===== src/b64d_pkg.sv =====
// shared types, constants and the character map of the base64 decoder
package b64d_pkg;

  localparam logic [7:0] PAD_CHAR = 8'h3D;

  localparam logic [1:0] STATUS_OK      = 2'd0;
  localparam logic [1:0] STATUS_BAD_CHR = 2'd1;
  localparam logic [1:0] STATUS_BAD_LEN = 2'd2;
  localparam logic [1:0] STATUS_SMALL   = 2'd3;

  localparam logic [5:0] SEXTET_PLUS  = 6'd62;
  localparam logic [5:0] SEXTET_SLASH = 6'd63;
  localparam logic [5:0] LOWER_BASE   = 6'd26;
  localparam logic [5:0] DIGIT_BASE   = 6'd52;

  localparam int QUEUE_DEPTH = 4;
  localparam int QUEUE_PTR_W = 2;

  typedef struct packed {
    logic [7:0] char_in;
    logic       end_of_text;
  } item_t;

  typedef struct packed {
    logic [7:0]  data_byte;
    logic        byte_valid;
    logic [1:0]  status;
    logic [15:0] byte_count;
    logic        last;
  } result_t;

  typedef struct packed {
    logic [23:0] triple;
    logic [1:0]  nbytes;
    logic        last;
    logic [1:0]  status;
    logic [15:0] count;
  } entry_t;

  // bit 6 set marks a character outside the alphabet
  function automatic logic [6:0] sextet_of(input logic [7:0] c);
    logic [6:0] r;
    r = 7'h40;
    case (c) inside
      [8'h41:8'h5A]: r = {1'b0, 6'(c - 8'h41)};
      [8'h61:8'h7A]: r = {1'b0, 6'(c - 8'h61) + LOWER_BASE};
      [8'h30:8'h39]: r = {1'b0, 6'(c - 8'h30) + DIGIT_BASE};
      8'h2B:         r = {1'b0, SEXTET_PLUS};
      8'h2F:         r = {1'b0, SEXTET_SLASH};
      PAD_CHAR:      r = 7'h00;
      default:       r = 7'h40;
    endcase
    return r;
  endfunction

endpackage


===== src/base64_decoder.sv =====
// top level of the streaming base64 decoder with its capacity register
//
//  channel   handshake          payload
//  input     push / full        item   (char_in, end_of_text)
//  result    pop / empty        result (data_byte, byte_valid, status, byte_count, last)
//  config    psel/penable/...   output_capacity at every paddr value
//
// one character is taken every cycle while the four-entry quad queue has room
// a quad yields up to three results, sent one per cycle from the output register while popped
// a result becomes visible once the output register loads it from the quad at the queue head
// full rises when the queue holds four quads that the result side has not drained
// synchronous reset clears message state and sets output_capacity to 65535
module base64_decoder import b64d_pkg::*; #(
  parameter int COUNT_WIDTH = 16
) (
  input  logic        clk,
  input  logic        rst,
  input  logic        push,
  output logic        full,
  input  item_t       item,
  output logic        empty,
  input  logic        pop,
  output result_t     result,
  input  logic        psel,
  input  logic        penable,
  input  logic        pwrite,
  input  logic [1:0]  paddr,
  input  logic [31:0] pwdata,
  output logic [31:0] prdata,
  output logic        pready
);

  logic [15:0] output_capacity;
  logic        fire;
  logic        emit;
  entry_t      entry;
  entry_t      head;
  logic        head_empty;
  logic        head_pop;
  logic        q_full;

  assign pready = 1'b1;
  assign prdata = {16'h0000, output_capacity};
  assign full   = q_full;
  assign fire   = push && !q_full;

  // single register, every paddr value maps to it
  always_ff @(posedge clk) begin
    if (rst) begin
      output_capacity <= 16'hFFFF;
    end else if (psel && penable && pwrite && pready && (paddr[1:0] == paddr)) begin
      output_capacity <= pwdata[15:0];
    end
  end

  b64d_front #(.COUNT_WIDTH(COUNT_WIDTH)) u_front (
    .clk      (clk),
    .rst      (rst),
    .fire     (fire),
    .item     (item),
    .capacity (output_capacity),
    .emit     (emit),
    .entry    (entry)
  );

  b64d_queue u_queue (
    .clk   (clk),
    .rst   (rst),
    .push  (fire && emit),
    .wdata (entry),
    .full  (q_full),
    .pop   (head_pop),
    .rdata (head),
    .empty (head_empty)
  );

  b64d_back u_back (
    .clk        (clk),
    .rst        (rst),
    .head       (head),
    .head_empty (head_empty),
    .head_pop   (head_pop),
    .result     (result),
    .empty      (empty),
    .pop        (pop)
  );

endmodule


===== src/b64d_front.sv =====
// front end: character map, quad assembly, byte counting and status
module b64d_front import b64d_pkg::*; #(
  parameter int COUNT_WIDTH = 16
) (
  input  logic        clk,
  input  logic        rst,
  input  logic        fire,
  input  item_t       item,
  input  logic [15:0] capacity,
  output logic        emit,
  output entry_t      entry
);

  localparam int CW = COUNT_WIDTH;
  localparam int W  = (CW > 16) ? CW : 16;
  localparam logic [CW-1:0] COUNT_MAX = {CW{1'b1}};

  logic [17:0]   store;
  logic [1:0]    qpos;
  logic          third_pad;
  logic          err;
  logic [CW-1:0] bsf;

  logic [17:0]   store_next;
  logic [1:0]    qpos_next;
  logic          third_pad_next;
  logic          err_next;
  logic [CW-1:0] bsf_next;

  function automatic logic [CW-1:0] sat_add(input logic [CW-1:0] a, input logic [1:0] b);
    logic [CW+1:0] s;
    s = {2'b00, a} + {{CW{1'b0}}, b};
    return (s > {2'b00, COUNT_MAX}) ? COUNT_MAX : s[CW-1:0];
  endfunction

  always_comb begin
    logic [6:0]    sx;
    logic          pad;
    logic          err_now;
    logic [1:0]    k;
    logic [CW-1:0] idx1;
    logic [CW-1:0] idx2;
    logic [CW-1:0] total;
    logic [W-1:0]  cap_w;
    logic [W-1:0]  tot_w;
    logic          d0;
    logic          d1;
    logic          d2;
    sx      = sextet_of(item.char_in);
    pad     = (item.char_in == PAD_CHAR);
    err_now = err | sx[6];
    k       = 2'd3 - {1'b0, item.end_of_text & pad} - {1'b0, item.end_of_text & third_pad};
    idx1    = sat_add(bsf, 2'd1);
    idx2    = sat_add(bsf, 2'd2);
    total   = sat_add(bsf, k);
    cap_w   = W'(capacity);
    tot_w   = W'(total);
    d0      = !err_now && (k > 2'd0) && (W'(bsf) < cap_w);
    d1      = !err_now && (k > 2'd1) && (W'(idx1) < cap_w);
    d2      = !err_now && (k > 2'd2) && (W'(idx2) < cap_w);

    store_next     = store;
    qpos_next      = qpos;
    third_pad_next = third_pad;
    err_next       = err;
    bsf_next       = bsf;
    emit           = 1'b0;
    entry          = '0;

    if (qpos != 2'd3) begin
      store_next = {store[11:0], sx[5:0]};
      if (qpos == 2'd2) begin
        third_pad_next = pad;
      end
      qpos_next = qpos + 2'd1;
      err_next  = err_now;
      if (item.end_of_text) begin
        emit         = 1'b1;
        entry.last   = 1'b1;
        entry.status = STATUS_BAD_LEN;
        entry.count  = 16'(W'(bsf));
      end
    end else begin
      entry.triple   = {store, sx[5:0]};
      entry.nbytes   = {1'b0, d0} + {1'b0, d1} + {1'b0, d2};
      store_next     = '0;
      qpos_next      = 2'd0;
      third_pad_next = 1'b0;
      err_next       = err_now;
      bsf_next       = total;
      emit           = (entry.nbytes != 2'd0) || item.end_of_text;
      if (item.end_of_text) begin
        entry.last  = 1'b1;
        entry.count = tot_w[15:0];
        if (tot_w > cap_w) begin
          entry.status = STATUS_SMALL;
        end else if (err_now) begin
          entry.status = STATUS_BAD_CHR;
        end else begin
          entry.status = STATUS_OK;
        end
      end
    end

    if (item.end_of_text) begin
      store_next     = '0;
      qpos_next      = 2'd0;
      third_pad_next = 1'b0;
      err_next       = 1'b0;
      bsf_next       = '0;
    end
  end

  always_ff @(posedge clk) begin
    if (rst) begin
      store     <= '0;
      qpos      <= 2'd0;
      third_pad <= 1'b0;
      err       <= 1'b0;
      bsf       <= '0;
    end else if (fire) begin
      store     <= store_next;
      qpos      <= qpos_next;
      third_pad <= third_pad_next;
      err       <= err_next;
      bsf       <= bsf_next;
    end
  end

endmodule


===== src/b64d_queue.sv =====
// short queue of decoded quads between front end and result sequencer
module b64d_queue import b64d_pkg::*; (
  input  logic   clk,
  input  logic   rst,
  input  logic   push,
  input  entry_t wdata,
  output logic   full,
  input  logic   pop,
  output entry_t rdata,
  output logic   empty
);

  entry_t                 mem [QUEUE_DEPTH];
  logic [QUEUE_PTR_W-1:0] wptr;
  logic [QUEUE_PTR_W-1:0] rptr;
  logic [QUEUE_PTR_W:0]   count;

  assign full  = (count == (QUEUE_PTR_W+1)'(QUEUE_DEPTH));
  assign empty = (count == '0);
  assign rdata = mem[rptr];

  always_ff @(posedge clk) begin
    if (push) begin
      mem[wptr] <= wdata;
    end
  end

  always_ff @(posedge clk) begin
    if (rst) begin
      wptr  <= '0;
      rptr  <= '0;
      count <= '0;
    end else begin
      if (push) begin
        wptr <= wptr + 1'b1;
      end
      if (pop) begin
        rptr <= rptr + 1'b1;
      end
      if (push && !pop) begin
        count <= count + 1'b1;
      end else if (pop && !push) begin
        count <= count - 1'b1;
      end
    end
  end

`ifndef ASSERT_OFF
  a_no_overflow: assert property (@(posedge clk) disable iff (rst) !(push && full))
    else $error("queue written while full");
  a_no_underflow: assert property (@(posedge clk) disable iff (rst) !(pop && empty))
    else $error("queue read while empty");
  a_count_up: assert property (@(posedge clk) disable iff (rst)
    (push && !pop) |=> (count == $past(count) + 1'b1))
    else $error("queue count lost a write");
`endif

endmodule


===== src/b64d_back.sv =====
// result sequencer: splits each quad into byte transfers behind an output register
module b64d_back import b64d_pkg::*; (
  input  logic    clk,
  input  logic    rst,
  input  entry_t  head,
  input  logic    head_empty,
  output logic    head_pop,
  output result_t result,
  output logic    empty,
  input  logic    pop
);

  logic [1:0] sub;
  logic [1:0] last_sub;
  logic       out_valid;
  logic       load;
  result_t    res_next;

  assign last_sub = (head.nbytes == 2'd0) ? 2'd0 : head.nbytes - 2'd1;
  assign load     = !head_empty && (!out_valid || pop);
  assign head_pop = load && (sub == last_sub);
  assign empty    = !out_valid;

  always_comb begin
    res_next = '0;
    if (head.nbytes != 2'd0) begin
      res_next.byte_valid = 1'b1;
      case (sub)
        2'd0:    res_next.data_byte = head.triple[23:16];
        2'd1:    res_next.data_byte = head.triple[15:8];
        default: res_next.data_byte = head.triple[7:0];
      endcase
    end
    if (head.last && (sub == last_sub)) begin
      res_next.last       = 1'b1;
      res_next.status     = head.status;
      res_next.byte_count = head.count;
    end
  end

  always_ff @(posedge clk) begin
    if (rst) begin
      out_valid <= 1'b0;
      sub       <= 2'd0;
    end else if (load) begin
      out_valid <= 1'b1;
      sub       <= (sub == last_sub) ? 2'd0 : sub + 2'd1;
    end else if (pop) begin
      out_valid <= 1'b0;
    end
  end

  always_ff @(posedge clk) begin
    if (load) begin
      result <= res_next;
    end
  end

endmodule


===== config.mk =====
export PLATFORM = sky130hd
export DESIGN_NAME = base64_decoder
export DESIGN_NICKNAME = d
export VERILOG_FILES = /design/src/b64d_pkg.sv /design/src/base64_decoder.sv /design/src/b64d_front.sv /design/src/b64d_queue.sv /design/src/b64d_back.sv
export SDC_FILE = /design/constraint.sdc
export NUM_CORES = 1
export LEC_CHECK = 0
export BUFFER_PORTS_ARGS = -buffer_cell sky130_fd_sc_hd__buf_2
export CORE_AREA = 2 2 155 157
export DETAILED_ROUTE_END_ITERATION = 16
export DIE_AREA = 0 0 157 159
export GPL_TIMING_DRIVEN = 1
export PLACE_DENSITY = 0.75
export SLEW_MARGIN = 20
export SYNTH_ARGS = -nofsm -noshare
export SYNTH_HDL_FRONTEND = slang
export SYNTH_SLANG_ARGS = --single-unit

===== constraint.sdc =====
create_clock -name clk -period 6.95 [get_ports clk]
set_input_delay 0.695 -clock clk [delete_from_list [all_inputs] [get_ports clk]]
set_output_delay 0.695 -clock clk [all_outputs]
set_load 0.02 [all_outputs]

# After elaboration in Yosys (flattened, before gate mapping)

Memories as Yosys holds them, arrays and structs flattened. A register that Yosys moved wholly into a read port is not among the register bits.
Index checks and enable logic that the tools add are counted.

RAM bits: 180
Word-level logic and storage cells: 140
Flip-flop bits (word level): 92
Memories: 1
Output and inout port bits: 63

Reductions and logical operators: 35
Order comparisons: 16
$add $sub $neg: 19
Bitwise gates (word level): 3
Eq/ne operators: 10
Muxes and demuxes: 40

Memories:

| memory      | depth | bits a word | rd ports | clocked after memory_dff | wr ports | line             | text |
|---|---|---|---|---|---|---|---|
| u_queue.mem | 4     | 45          | 1        | 1                        | 1        | b64d_queue.sv:13 | `entry_t mem [QUEUE_DEPTH];` |

Operators with widths:

| kind                  | count |
|---|---|
| $mux 16               | 5 |
| $mux 19               | 3 |
| $gt 18x16->1 const B  | 3 |
| $lt 16x16->1          | 3 |
| $mux 7                | 6 |
| $mux 18               | 2 |
| $mux 26               | 1 |
| $eq 8x6->1 const B    | 3 |
| $logic_and 1x1->1     | 18 |
| $add 16x1->17 const B | 1 |
| $add 16x2->17         | 1 |
| $add 16x2->17 const B | 1 |
| $ge 8x7->1 const B    | 2 |
| $gt 16x16->1          | 1 |
| $le 8x7->1 const B    | 2 |
| $pmux 8 s2            | 1 |
| $mux 2                | 7 |
| $mux 1                | 13 |
| $sub 6x6->6 const B   | 2 |
| $add 2x1->2 const B   | 4 |
| $ge 8x6->1 const B    | 1 |
| $le 8x6->1 const B    | 1 |
| $reduce_bool 2->1     | 4 |
| $add 6x5->6 const B   | 1 |
| other kinds (25)      | 37 |

# Logic depth before layout (Yosys ltp)

Gate-level depths: netlist (run 1).

Depth after elaboration: 21
Depth in mapped cells: 24
Mapped depth without buffers: 23

# Modules after synthesis

From an unflattened synthesis (run 1), not the netlist that was laid out.

Cell total of the unflattened synthesis: 1131
Area total of the unflattened synthesis: 14066.0 µm²

Modules (own cells, without submodules):

| module         | seq. area each (µm²) | instances | cells each | area each (µm²) |
|---|---|---|---|---|
| b64d_queue     | 5585.4               | 1         | 279        | 6982.9 |
| b64d_front     | 760.7                | 1         | 658        | 4917.2 |
| b64d_back      | 900.9                | 1         | 104        | 1373.8 |
| base64_decoder | 320.3                | 1         | 90         | 792.0 |

# Worst setup path after synthesis (run 1)

Ideal clock, no wire load.

Kind: register to register
From: register u_front.bsf[11]
To: memory u_queue.mem[0][0] in the netlist's numbering (enable)
Required time: 6.543 ns
Arrival time: 4.639 ns
Stages on the path, launching flop included: 20
Slack: 1.904 ns
Clock period less this slack: 5.046 ns
Buffers on the path: 4
Library setup time: 0.407 ns
Cells stage by stage: dfxtp_1 -> clkbuf_1 -> and4_1 -> clkbuf_1 -> nand3_1 -> or2_2 -> clkbuf_1 -> nand2_1 -> ha_1 -> a21o_1 -> a21o_1 -> a21oi_1 -> a211oi_1 -> o21ai_0 -> and4_1 -> fa_1 -> and2_1 -> o31a_1 -> clkbuf_1 -> and2_1

Word-level cells in the longest chain between the ends: 13
Elaborated cells between the ends (all ways): 20

Ends and longest elaborated chain:

| item                             | line                 | text |
|---|---|---|
| start, declared                  | b64d_front.sv:22     | `logic [CW-1:0] bsf;` |
| start signal, assigned           | b64d_front.sv:126    | `bsf <= bsf_next;` |
| $add 16x1->17                    | b64d_front.sv:32     | `s = {2'b00, a} + {{CW{1'b0}}, b};` |
| $gt 18x16->1                     | b64d_front.sv:33     | `return (s > {2'b00, COUNT_MAX}) ? COUNT_MAX : s[CW-1:0];` |
| $mux 16                          | b64d_front.sv:33     |  |
| $lt 16x16->1                     | b64d_front.sv:59     | `d1 = !err_now && (k > 2'd1) && (W'(idx1) < cap_w);` |
| $logic_and 1x1->1                | b64d_front.sv:59     |  |
| $add 1x1->2                      | b64d_front.sv:85     | `entry.nbytes = {1'b0, d0} + {1'b0, d1} + {1'b0, d2};` |
| $add 2x1->2 (*)                  | b64d_front.sv:85     |  |
| $reduce_bool 2->1 (*)            | b64d_front.sv:91     | `emit = (entry.nbytes != 2'd0) \|\| item.end_of_text;` |
| $logic_or 1x1->1 (*)             | b64d_front.sv:91     |  |
| $mux 1 (*)                       | b64d_front.sv:70     | `if (qpos != 2'd3) begin` |
| $logic_and 1x1->1 (*)            | base64_decoder.sv:69 | `.push (fire && emit),` |
| via u_queue.push                 | b64d_queue.sv:5      | `input logic push,` |
| $mux 1 (*)                       | b64d_queue.sv:23     | `if (push) begin` |
| $mux 1 (not written as such) (*) | b64d_queue.sv:24     | `mem[wptr] <= wdata;` |
| end, declared                    | b64d_queue.sv:13     |  |

Mark *: on every way through the listed nets, which the timed path passes. The rest lies on a longest branch.

# Worst setup path after layout (run 1)

From: register u_front.bsf[2]
To: register u_queue.count[2]

Word-level cells in the longest chain between the ends: 14
Elaborated cells between the ends (all ways): 23

Ends and longest elaborated chain:

| item                               | line                 | text |
|---|---|---|
| $add 16x1->17                      | b64d_front.sv:32     |  |
| $gt 18x16->1                       | b64d_front.sv:33     |  |
| $mux 16                            | b64d_front.sv:33     |  |
| $lt 16x16->1                       | b64d_front.sv:59     |  |
| $logic_and 1x1->1                  | b64d_front.sv:59     |  |
| $add 1x1->2                        | b64d_front.sv:85     |  |
| $add 2x1->2 (*)                    | b64d_front.sv:85     |  |
| $reduce_bool 2->1 (*)              | b64d_front.sv:91     |  |
| $logic_or 1x1->1 (*)               | b64d_front.sv:91     |  |
| $mux 1 (*)                         | b64d_front.sv:70     |  |
| $logic_and 1x1->1 (*)              | base64_decoder.sv:69 |  |
| $logic_not 1->1                    | b64d_queue.sv:42     | `end else if (pop && !push) begin` |
| $logic_and 1x1->1                  | b64d_queue.sv:42     |  |
| $reduce_bool 2->1 (no source line) | --                   |  |
| end signal, assigned               | b64d_queue.sv:41     | `count <= count + 1'b1;` |
| end signal, assigned               | b64d_queue.sv:43     | `count <= count - 1'b1;` |
| end, declared                      | b64d_queue.sv:16     | `logic [QUEUE_PTR_W:0] count;` |

Mark *: on every way between the ends. The rest lies on a longest branch, timed or not.
A chain may end at the register's enable or synchronous reset.

==> results of run 1 <==
==> layout make-up <==
type | instances | area share [%]
Clock buffer | 36 | 5.150
Tap cell | 319 | 2.629
Multi-Input combinational cell | 743 | 37.10
Timing Repair Buffer | 92 | 3.279
Inverter | 49 | 1.211
Sequential cell | 274 | 49.85
Clock inverter | 15 | 0.7746
==> through the flow <==
stage / util [%] / setup slack, ps
6_report: 65.47 / 1301
5_1_grt: 65.47 / 928.6
4_1_cts: 65.47 / 1311
3_5_place_dp: 61.59 / 1220
3_3_place_gp: 61.59 / 1365
2_1_floorplan: - / 1904
==> flip-flops by register name, indices dropped and copies added (netlist names), named ones only <==
name               flops
u_queue.mem          180
u_back.result         28
u_front.store         18
output_capacity       16
u_front.bsf           16
u_queue.count          3
u_back.sub             2
u_front.qpos           2
u_queue.rptr           2
u_queue.wptr           2
u_back.out_valid       1
u_front.err            1
u_front.third_pad      1
==> cells by family after synthesis <==
kind of cell    after synthesis
mux                          52
simple gates                344
xor+xnor                     36
fa+ha+maj                    89
other cells                   2
buf+inv                     131
flops                       274
compound gates              205
==> worst reg2reg max path, delay by kind of cell, from the launching register on <==
| family | cells | cell delay (ps) |
|---|---|---|
| and+or+nand+nor | 9 | 2240 |
| adders and majority gates | 5 | 1600 |
| AOI/OAI and AO/OA | 4 | 870 |
| DFF | 1 | 630 |
| xor gates and xnor gates | 1 | 180 |
| buffers and inverters | 1 | 60 |
==> metal layers <==
layer,vias up,GRT usage (%),wire (um)
met2,310,38.86,13850
met1,4411,35.12,13420
li1,4328,-,-
met3,38,2.586,1845
met4,0,4.587,437
met5,-,0,0
==> worst min path at each step <==
stage	endpoint	slack, ps	cells past startpoint	startpoint
final	output_capacity[12]	390	3	pwdata[12]
after global routing	output_capacity[6]	380	3	pwdata[6]
after CTS	output_capacity[7]	370	3	pwdata[7]
after detailed placement	u_front.store[16]	450	2	u_front.store[16]
after global placement	u_front.store[17]	440	2	u_front.store[17]
after floorplan	u_front.store[12]	430	2	u_front.store[12]
==> Yosys cell counts (all sizes together), types with 16 or more instances <==
cell,count
xnor2,21
nand3,37
inv,47
edfxtp,208
nor3,25
and3,24
o21ai,32
ha,86
clkbuf,45
buf,37
o211ai,20
nand2,96
mux4,45
and2,25
a21oi,78
a22oi,17
nor2,72
nand4,16
dfxtp,66
==> power by group <==
group,internal [mW],switching [mW],total (mW),leakage (nW)
logic,0.371,0.613,0.984,3.00
clock network,0.836,0.617,1.45,0.448
registers,1.96,0.0805,2.04,2.61
==> results.json, run 1 <==
{
  "final_common_cell": "edfxtp_1",
  "design.portCount": 113,
  "whs_ps": 388.3,
  "tightest_slew_ps": 958.1,
  "synthCells": 1133,
  "critical_path.most_common_cell": "ha_1",
  "max_stage_delay_ps": 630,
  "synth_top_family_by_area": "simple AND/OR/NAND/NOR gates",
  "dpl-instance-area_um2": 14290,
  "multi_input_area_um2": 5634,
  "cp_data_required_time_ps": 7410,
  "synth-compound-area-share_pct": 9.617,
  "start_util_pct": 59.18,
  "cts-resized-gates": 0,
  "diodes": 0,
  "synth_top_area_share_pct": 45.51,
  "cts_hold_buf": 0,
  "cts.sinks": 274,
  "synth_flop_cell": "edfxtp_1",
  "p_leak_nw": 6.055,
  "setup_viol": 0,
  "fillers": 1720,
  "gp_congestion": 0.8550,
  "clk_latency_ps": 540,
  "path_buf_inv": 1,
  "cp_top_family": "simple AND/OR/NAND/NOR gates",
  "dp_cells": 1477,
  "synthAdderAreaFrac_pct": 8.277,
  "first_global_vias": 8823,
  "rows": 56,
  "h-tree-depth": 1,
  "rrSetupSlack_ps": 1300,
  "track_usage_pct": 23.82,
  "numCtsBuffers": 28,
  "finalHoldViolCount": 0,
  "viasPerCell": 5.947,
  "synth_xor_area_share_pct": 2.297,
  "cts.root.buffer_cell": "clkbuf_16",
  "vdd_drop_max_mv": 0.2492,
  "synth_area_leaders": "edfxtp_1 46%, dfxtp_1 9.6%, ha_1 7.8%",
  "ys_types": 64,
  "die_area_um2": 24960,
  "first_iter_violations": 719,
  "nets": 1327,
  "cp_max_fo": 13,
  "grt_pass1_wl_mm": 46.93,
  "rsz0062_at_grt": "no",
  "cts_max_path_buffers": 3,
  "finalSetupTns_ps": 0,
  "r2r-start": "u_front.bsf[2]",
  "synth_edf_count": 208,
  "ys_warn_count": 0,
  "synth_top_area_cell": "edfxtp_1",
  "synth_mux_area_share_pct": 7.894,
  "critPathLaunchType": "register",
  "fmax_ghz": 0.1770,
  "total_power_mw": 4.474,
  "async_flop_share_pct": 0,
  "maxCapViolCount": 0,
  "cts_tree": "done",
  "dr_total_vias": 9087,
  "min_period_ps": 5649,
  "drc": 0,
  "core-area_um2": 23190,
  "reg2reg_to": "u_queue.count[2]",
  "cp-end-kind": "register",
  "cp_data_arrival_time_ps": 6110,
  "dp.final_hpwl_mm": 19.86,
  "post_cts_buffers": 0,
  "fp.dieH_um": 159,
  "r2r_cells": 20,
  "avgSynthCellArea_um2": 12.11,
  "crit_path_start": "u_front.bsf[2]",
  "gr-total-overflow": 0,
  "timing.slew.headroom_pct": 36.12,
  "path_class": "register to register",
  "seq_area_um2": 7570,
  "synthSimpleGateAreaFrac_pct": 12.44,
  "ys_seq_area_share_pct": 55.13,
  "endpoint": "u_queue.count[2]",
  "area_growth_pct": 10.63,
  "slew_viol_final": 0,
  "antenna_found_initial": 0,
  "grt_max_degree": 60,
  "layout-drive-gt1-share_pct": 16.54,
  "worstPathCellList": "ha_1 > nand3_1 > nor2_1 > nand2_1 > or4_1 > nand3_1 > ha_1 > nand4_1 > a211oi_1 > o21ai_0 > and4_1 > fa_1 > and2_1 > o31a_1 > ha_1 > inv_1 > fa_1 > xor2_1 > or3_1 > a21oi_1",
  "fin_crit_sh_pct": 81.29,
  "power_density_nw_per_um2": 294.7,
  "synth_area_um2": 13730,
  "die_w_um": 157,
  "drtPass1Iterations": 5,
  "io_buffers": 77,
  "final_cell_area_um2": 15180,
  "wirelength_mm": 29.55,
  "final_cell_mix": "208 x edfxtp_1, 95 x nand2_1, 85 x ha_1, 78 x a21oi_1, 77 x buf_2",
  "min_path_type": "input port to register",
  "ant_nets": 0,
  "critPathSlowestCell": "dfxtp_1",
  "clkTransAtPathRegs_ps": 60,
  "clock_skew_ps": 15.41,
  "final_cells": 1528,
  "cp.depth": 20,
  "status": "finished, final reports clean",
  "synth-seq-cells": 274,
  "wl_per_cell_um": 19.34
}
(Power assumes the default switching activity.)
==> inputs of run 2 (changes only) <==
==> constraint.sdc (replaced) <==
create_clock -name clk -period 5.2 [get_ports clk]
set_input_delay 0.52 -clock clk [delete_from_list [all_inputs] [get_ports clk]]
set_output_delay 0.52 -clock clk [all_outputs]
set_load 0.02 [all_outputs]
==> run 2 against run 1 <==
Clock skew fell by 2.1 ps; via count rose by 2.0%; fmax rose by 17%; sequential share of layout area fell by 0.86 points; clock power rose by 34%; cell count rose by 1.8%; register-to-register slack got worse by 910 ps; first-iteration DRC count rose by 5.0%; global-route usage rose by 0.72 points; combinational power rose by 36%; hold slack got worse by 190 ps; total power rose by 34%; largest power group unchanged; highest routed layer unchanged.
==> results.json, run 2 (synthesis gave the netlist of run 1 again) <==
{
  "status": "finished, final reports clean",
  "path_class": "register to register",
  "die_area_um2": 24960,
  "dp_slack_ps": 89.32,
  "rsz0062_at_grt": "no",
  "slew_viol_final": 0,
  "timing.slew.headroom_pct": 35.06,
  "core-area_um2": 23190,
  "first_global_vias": 9059,
  "final_cell_mix": "208 x edfxtp_1, 95 x nand2_1, 84 x ha_1, 78 x a21oi_1, 77 x buf_2",
  "gr-total-overflow": 0,
  "drtPass1Iterations": 5,
  "power_density_nw_per_um2": 388.0,
  "die_w_um": 157,
  "track_usage_pct": 24.54,
  "io_buffers": 77,
  "cp_data_required_time_ps": 5660,
  "nets": 1354,
  "viasPerCell": 5.954,
  "regMostFlops": "u_queue.mem",
  "clkTransAtPathRegs_ps": 60,
  "numCtsBuffers": 28,
  "largest_reg_flops": 180,
  "min_path_type": "input port to register",
  "critPathSlowestCell": "dfxtp_1",
  "min_period_ps": 4814,
  "dr_total_vias": 9265,
  "cp_max_fo": 12,
  "finalCoreUtilization_pct": 66.62,
  "diodes": 0,
  "finalSetupTns_ps": 0,
  "fp.dieH_um": 159,
  "p_leak_nw": 6.195,
  "antenna_found_initial": 0,
  "drc": 0,
  "wirelength_mm": 30.05,
  "rows": 56,
  "cp-end-kind": "register",
  "final_common_cell": "edfxtp_1",
  "cts.sinks": 274,
  "grt_pass1_wl_mm": 48.31,
  "cts_tree": "done",
  "cp_top_family": "simple AND/OR/NAND/NOR gates",
  "largestRegisters": "u_queue.mem: 180 flops, u_back.result: 28 flops, u_front.store: 18 flops",
  "gp_congestion": 0.9131,
  "dp_cells": 1504,
  "total_power_mw": 5.994,
  "worstPathCellList": "and4_1 > nand3_1 > or2_2 > nand2_1 > ha_1 > a21o_1 > a21o_1 > a21oi_1 > nand2_1 > o21ai_0 > and4_1 > fa_1 > and2_2 > o31a_1 > ha_1 > inv_1 > fa_1 > xor2_1 > or3_1 > a21oi_1",
  "setup_viol": 0,
  "layout-drive-gt1-share_pct": 18.27,
  "wl_per_cell_um": 19.31,
  "critPathLaunchType": "register",
  "maxCapViolCount": 0,
  "design.portCount": 113,
  "h-tree-depth": 1,
  "post_cts_buffers": 0,
  "setup_ws_ps": 385.5,
  "cts_hold_buf": 0,
  "ant_nets": 0,
  "clock_skew_ps": 13.34,
  "cts_max_path_buffers": 3,
  "start_util_pct": 59.18,
  "fmax_ghz": 0.2077,
  "dp.final_hpwl_mm": 19.96,
  "grt_max_degree": 46,
  "max_stage_delay_ps": 550,
  "cp_data_arrival_time_ps": 5270,
  "clk_latency_ps": 540,
  "fin_crit_sh_pct": 92.59,
  "tightest_slew_ps": 974.0,
  "first_iter_violations": 755,
  "cts.root.buffer_cell": "clkbuf_16",
  "path_buf_inv": 1,
  "area_growth_pct": 12.56,
  "vdd_drop_max_mv": 0.2824,
  "final_cells": 1556,
  "finalHoldViolCount": 0
}
run 2: area by class of cell:
| cell class | instances | area (um2) |
|---|---|---|
| clock buffers | 44 | 820.8 |
| fillers | 1697 | 7742 |
| flip-flops and latches | 274 | 7570 |
| well taps | 319 | 399.1 |
| clock inverters | 8 | 85.08 |
| inverters | 49 | 183.9 |
| multi-input cells | 743 | 5640 |
| repair buffers | 119 | 750.7 |
run 2: timing repair:
item,in CTS,in global routing
setup endpoints to repair,0,1
hold endpoints to repair,0,0
resized for setup,0,3
run 2: final timing paths:
kind              slack [ps]                  to  cells after the start               from
hold reg to reg          450   u_front.store[17]                      2  u_front.store[17]
hold / removal           200  output_capacity[7]                      3          pwdata[7]
setup reg to reg         390    u_queue.count[2]                     20    u_front.bsf[12]
setup / recovery         390    u_queue.count[2]                     20    u_front.bsf[12]
run 2: per-layer routing:
layer | wire length (um) | up-vias | track usage (%) | part of all wire [%]
li1 | - | 4368 | - | -
met5 | 0 | - | 0 | 0
met1 | 13610 | 4471 | 37.05 | 45
met4 | 522 | 0 | 5.671 | 1.7
met3 | 2181 | 47 | 3.130 | 7.3
met2 | 13740 | 379 | 38.32 | 46
run 2: where the power goes:
part | switching (mW) | internal [mW]
clock network | 0.804 | 1.14
logic | 0.834 | 0.505
registers | 0.100 | 2.62
total | 1.74 | 4.26
run 2: worst reg2reg max path, cell delays in order, from the launching register on:
cell and delay [ps]:
dfxtp_1 550, and4_1 370, nand3_1 180, or2_2 350, nand2_1 80, ha_1 240
a21o_1 160, a21o_1 170, a21oi_1 180, nand2_1 60, o21ai_0 230, and4_1 240
fa_1 420, and2_2 240, o31a_1 300, ha_1 210, inv_1 70, fa_1 170
xor2_1 80, or3_1 310, a21oi_1 140
run 2: metrics by stage:
step,hold slack [ps],cell area (um2)
5_1_grt,199.9,15450
6_report,200.4,15450
3_5_place_dp,441.7,14540
3_3_place_gp,435.3,14540
4_1_cts,185.4,15440
2_1_floorplan,427.3,13780
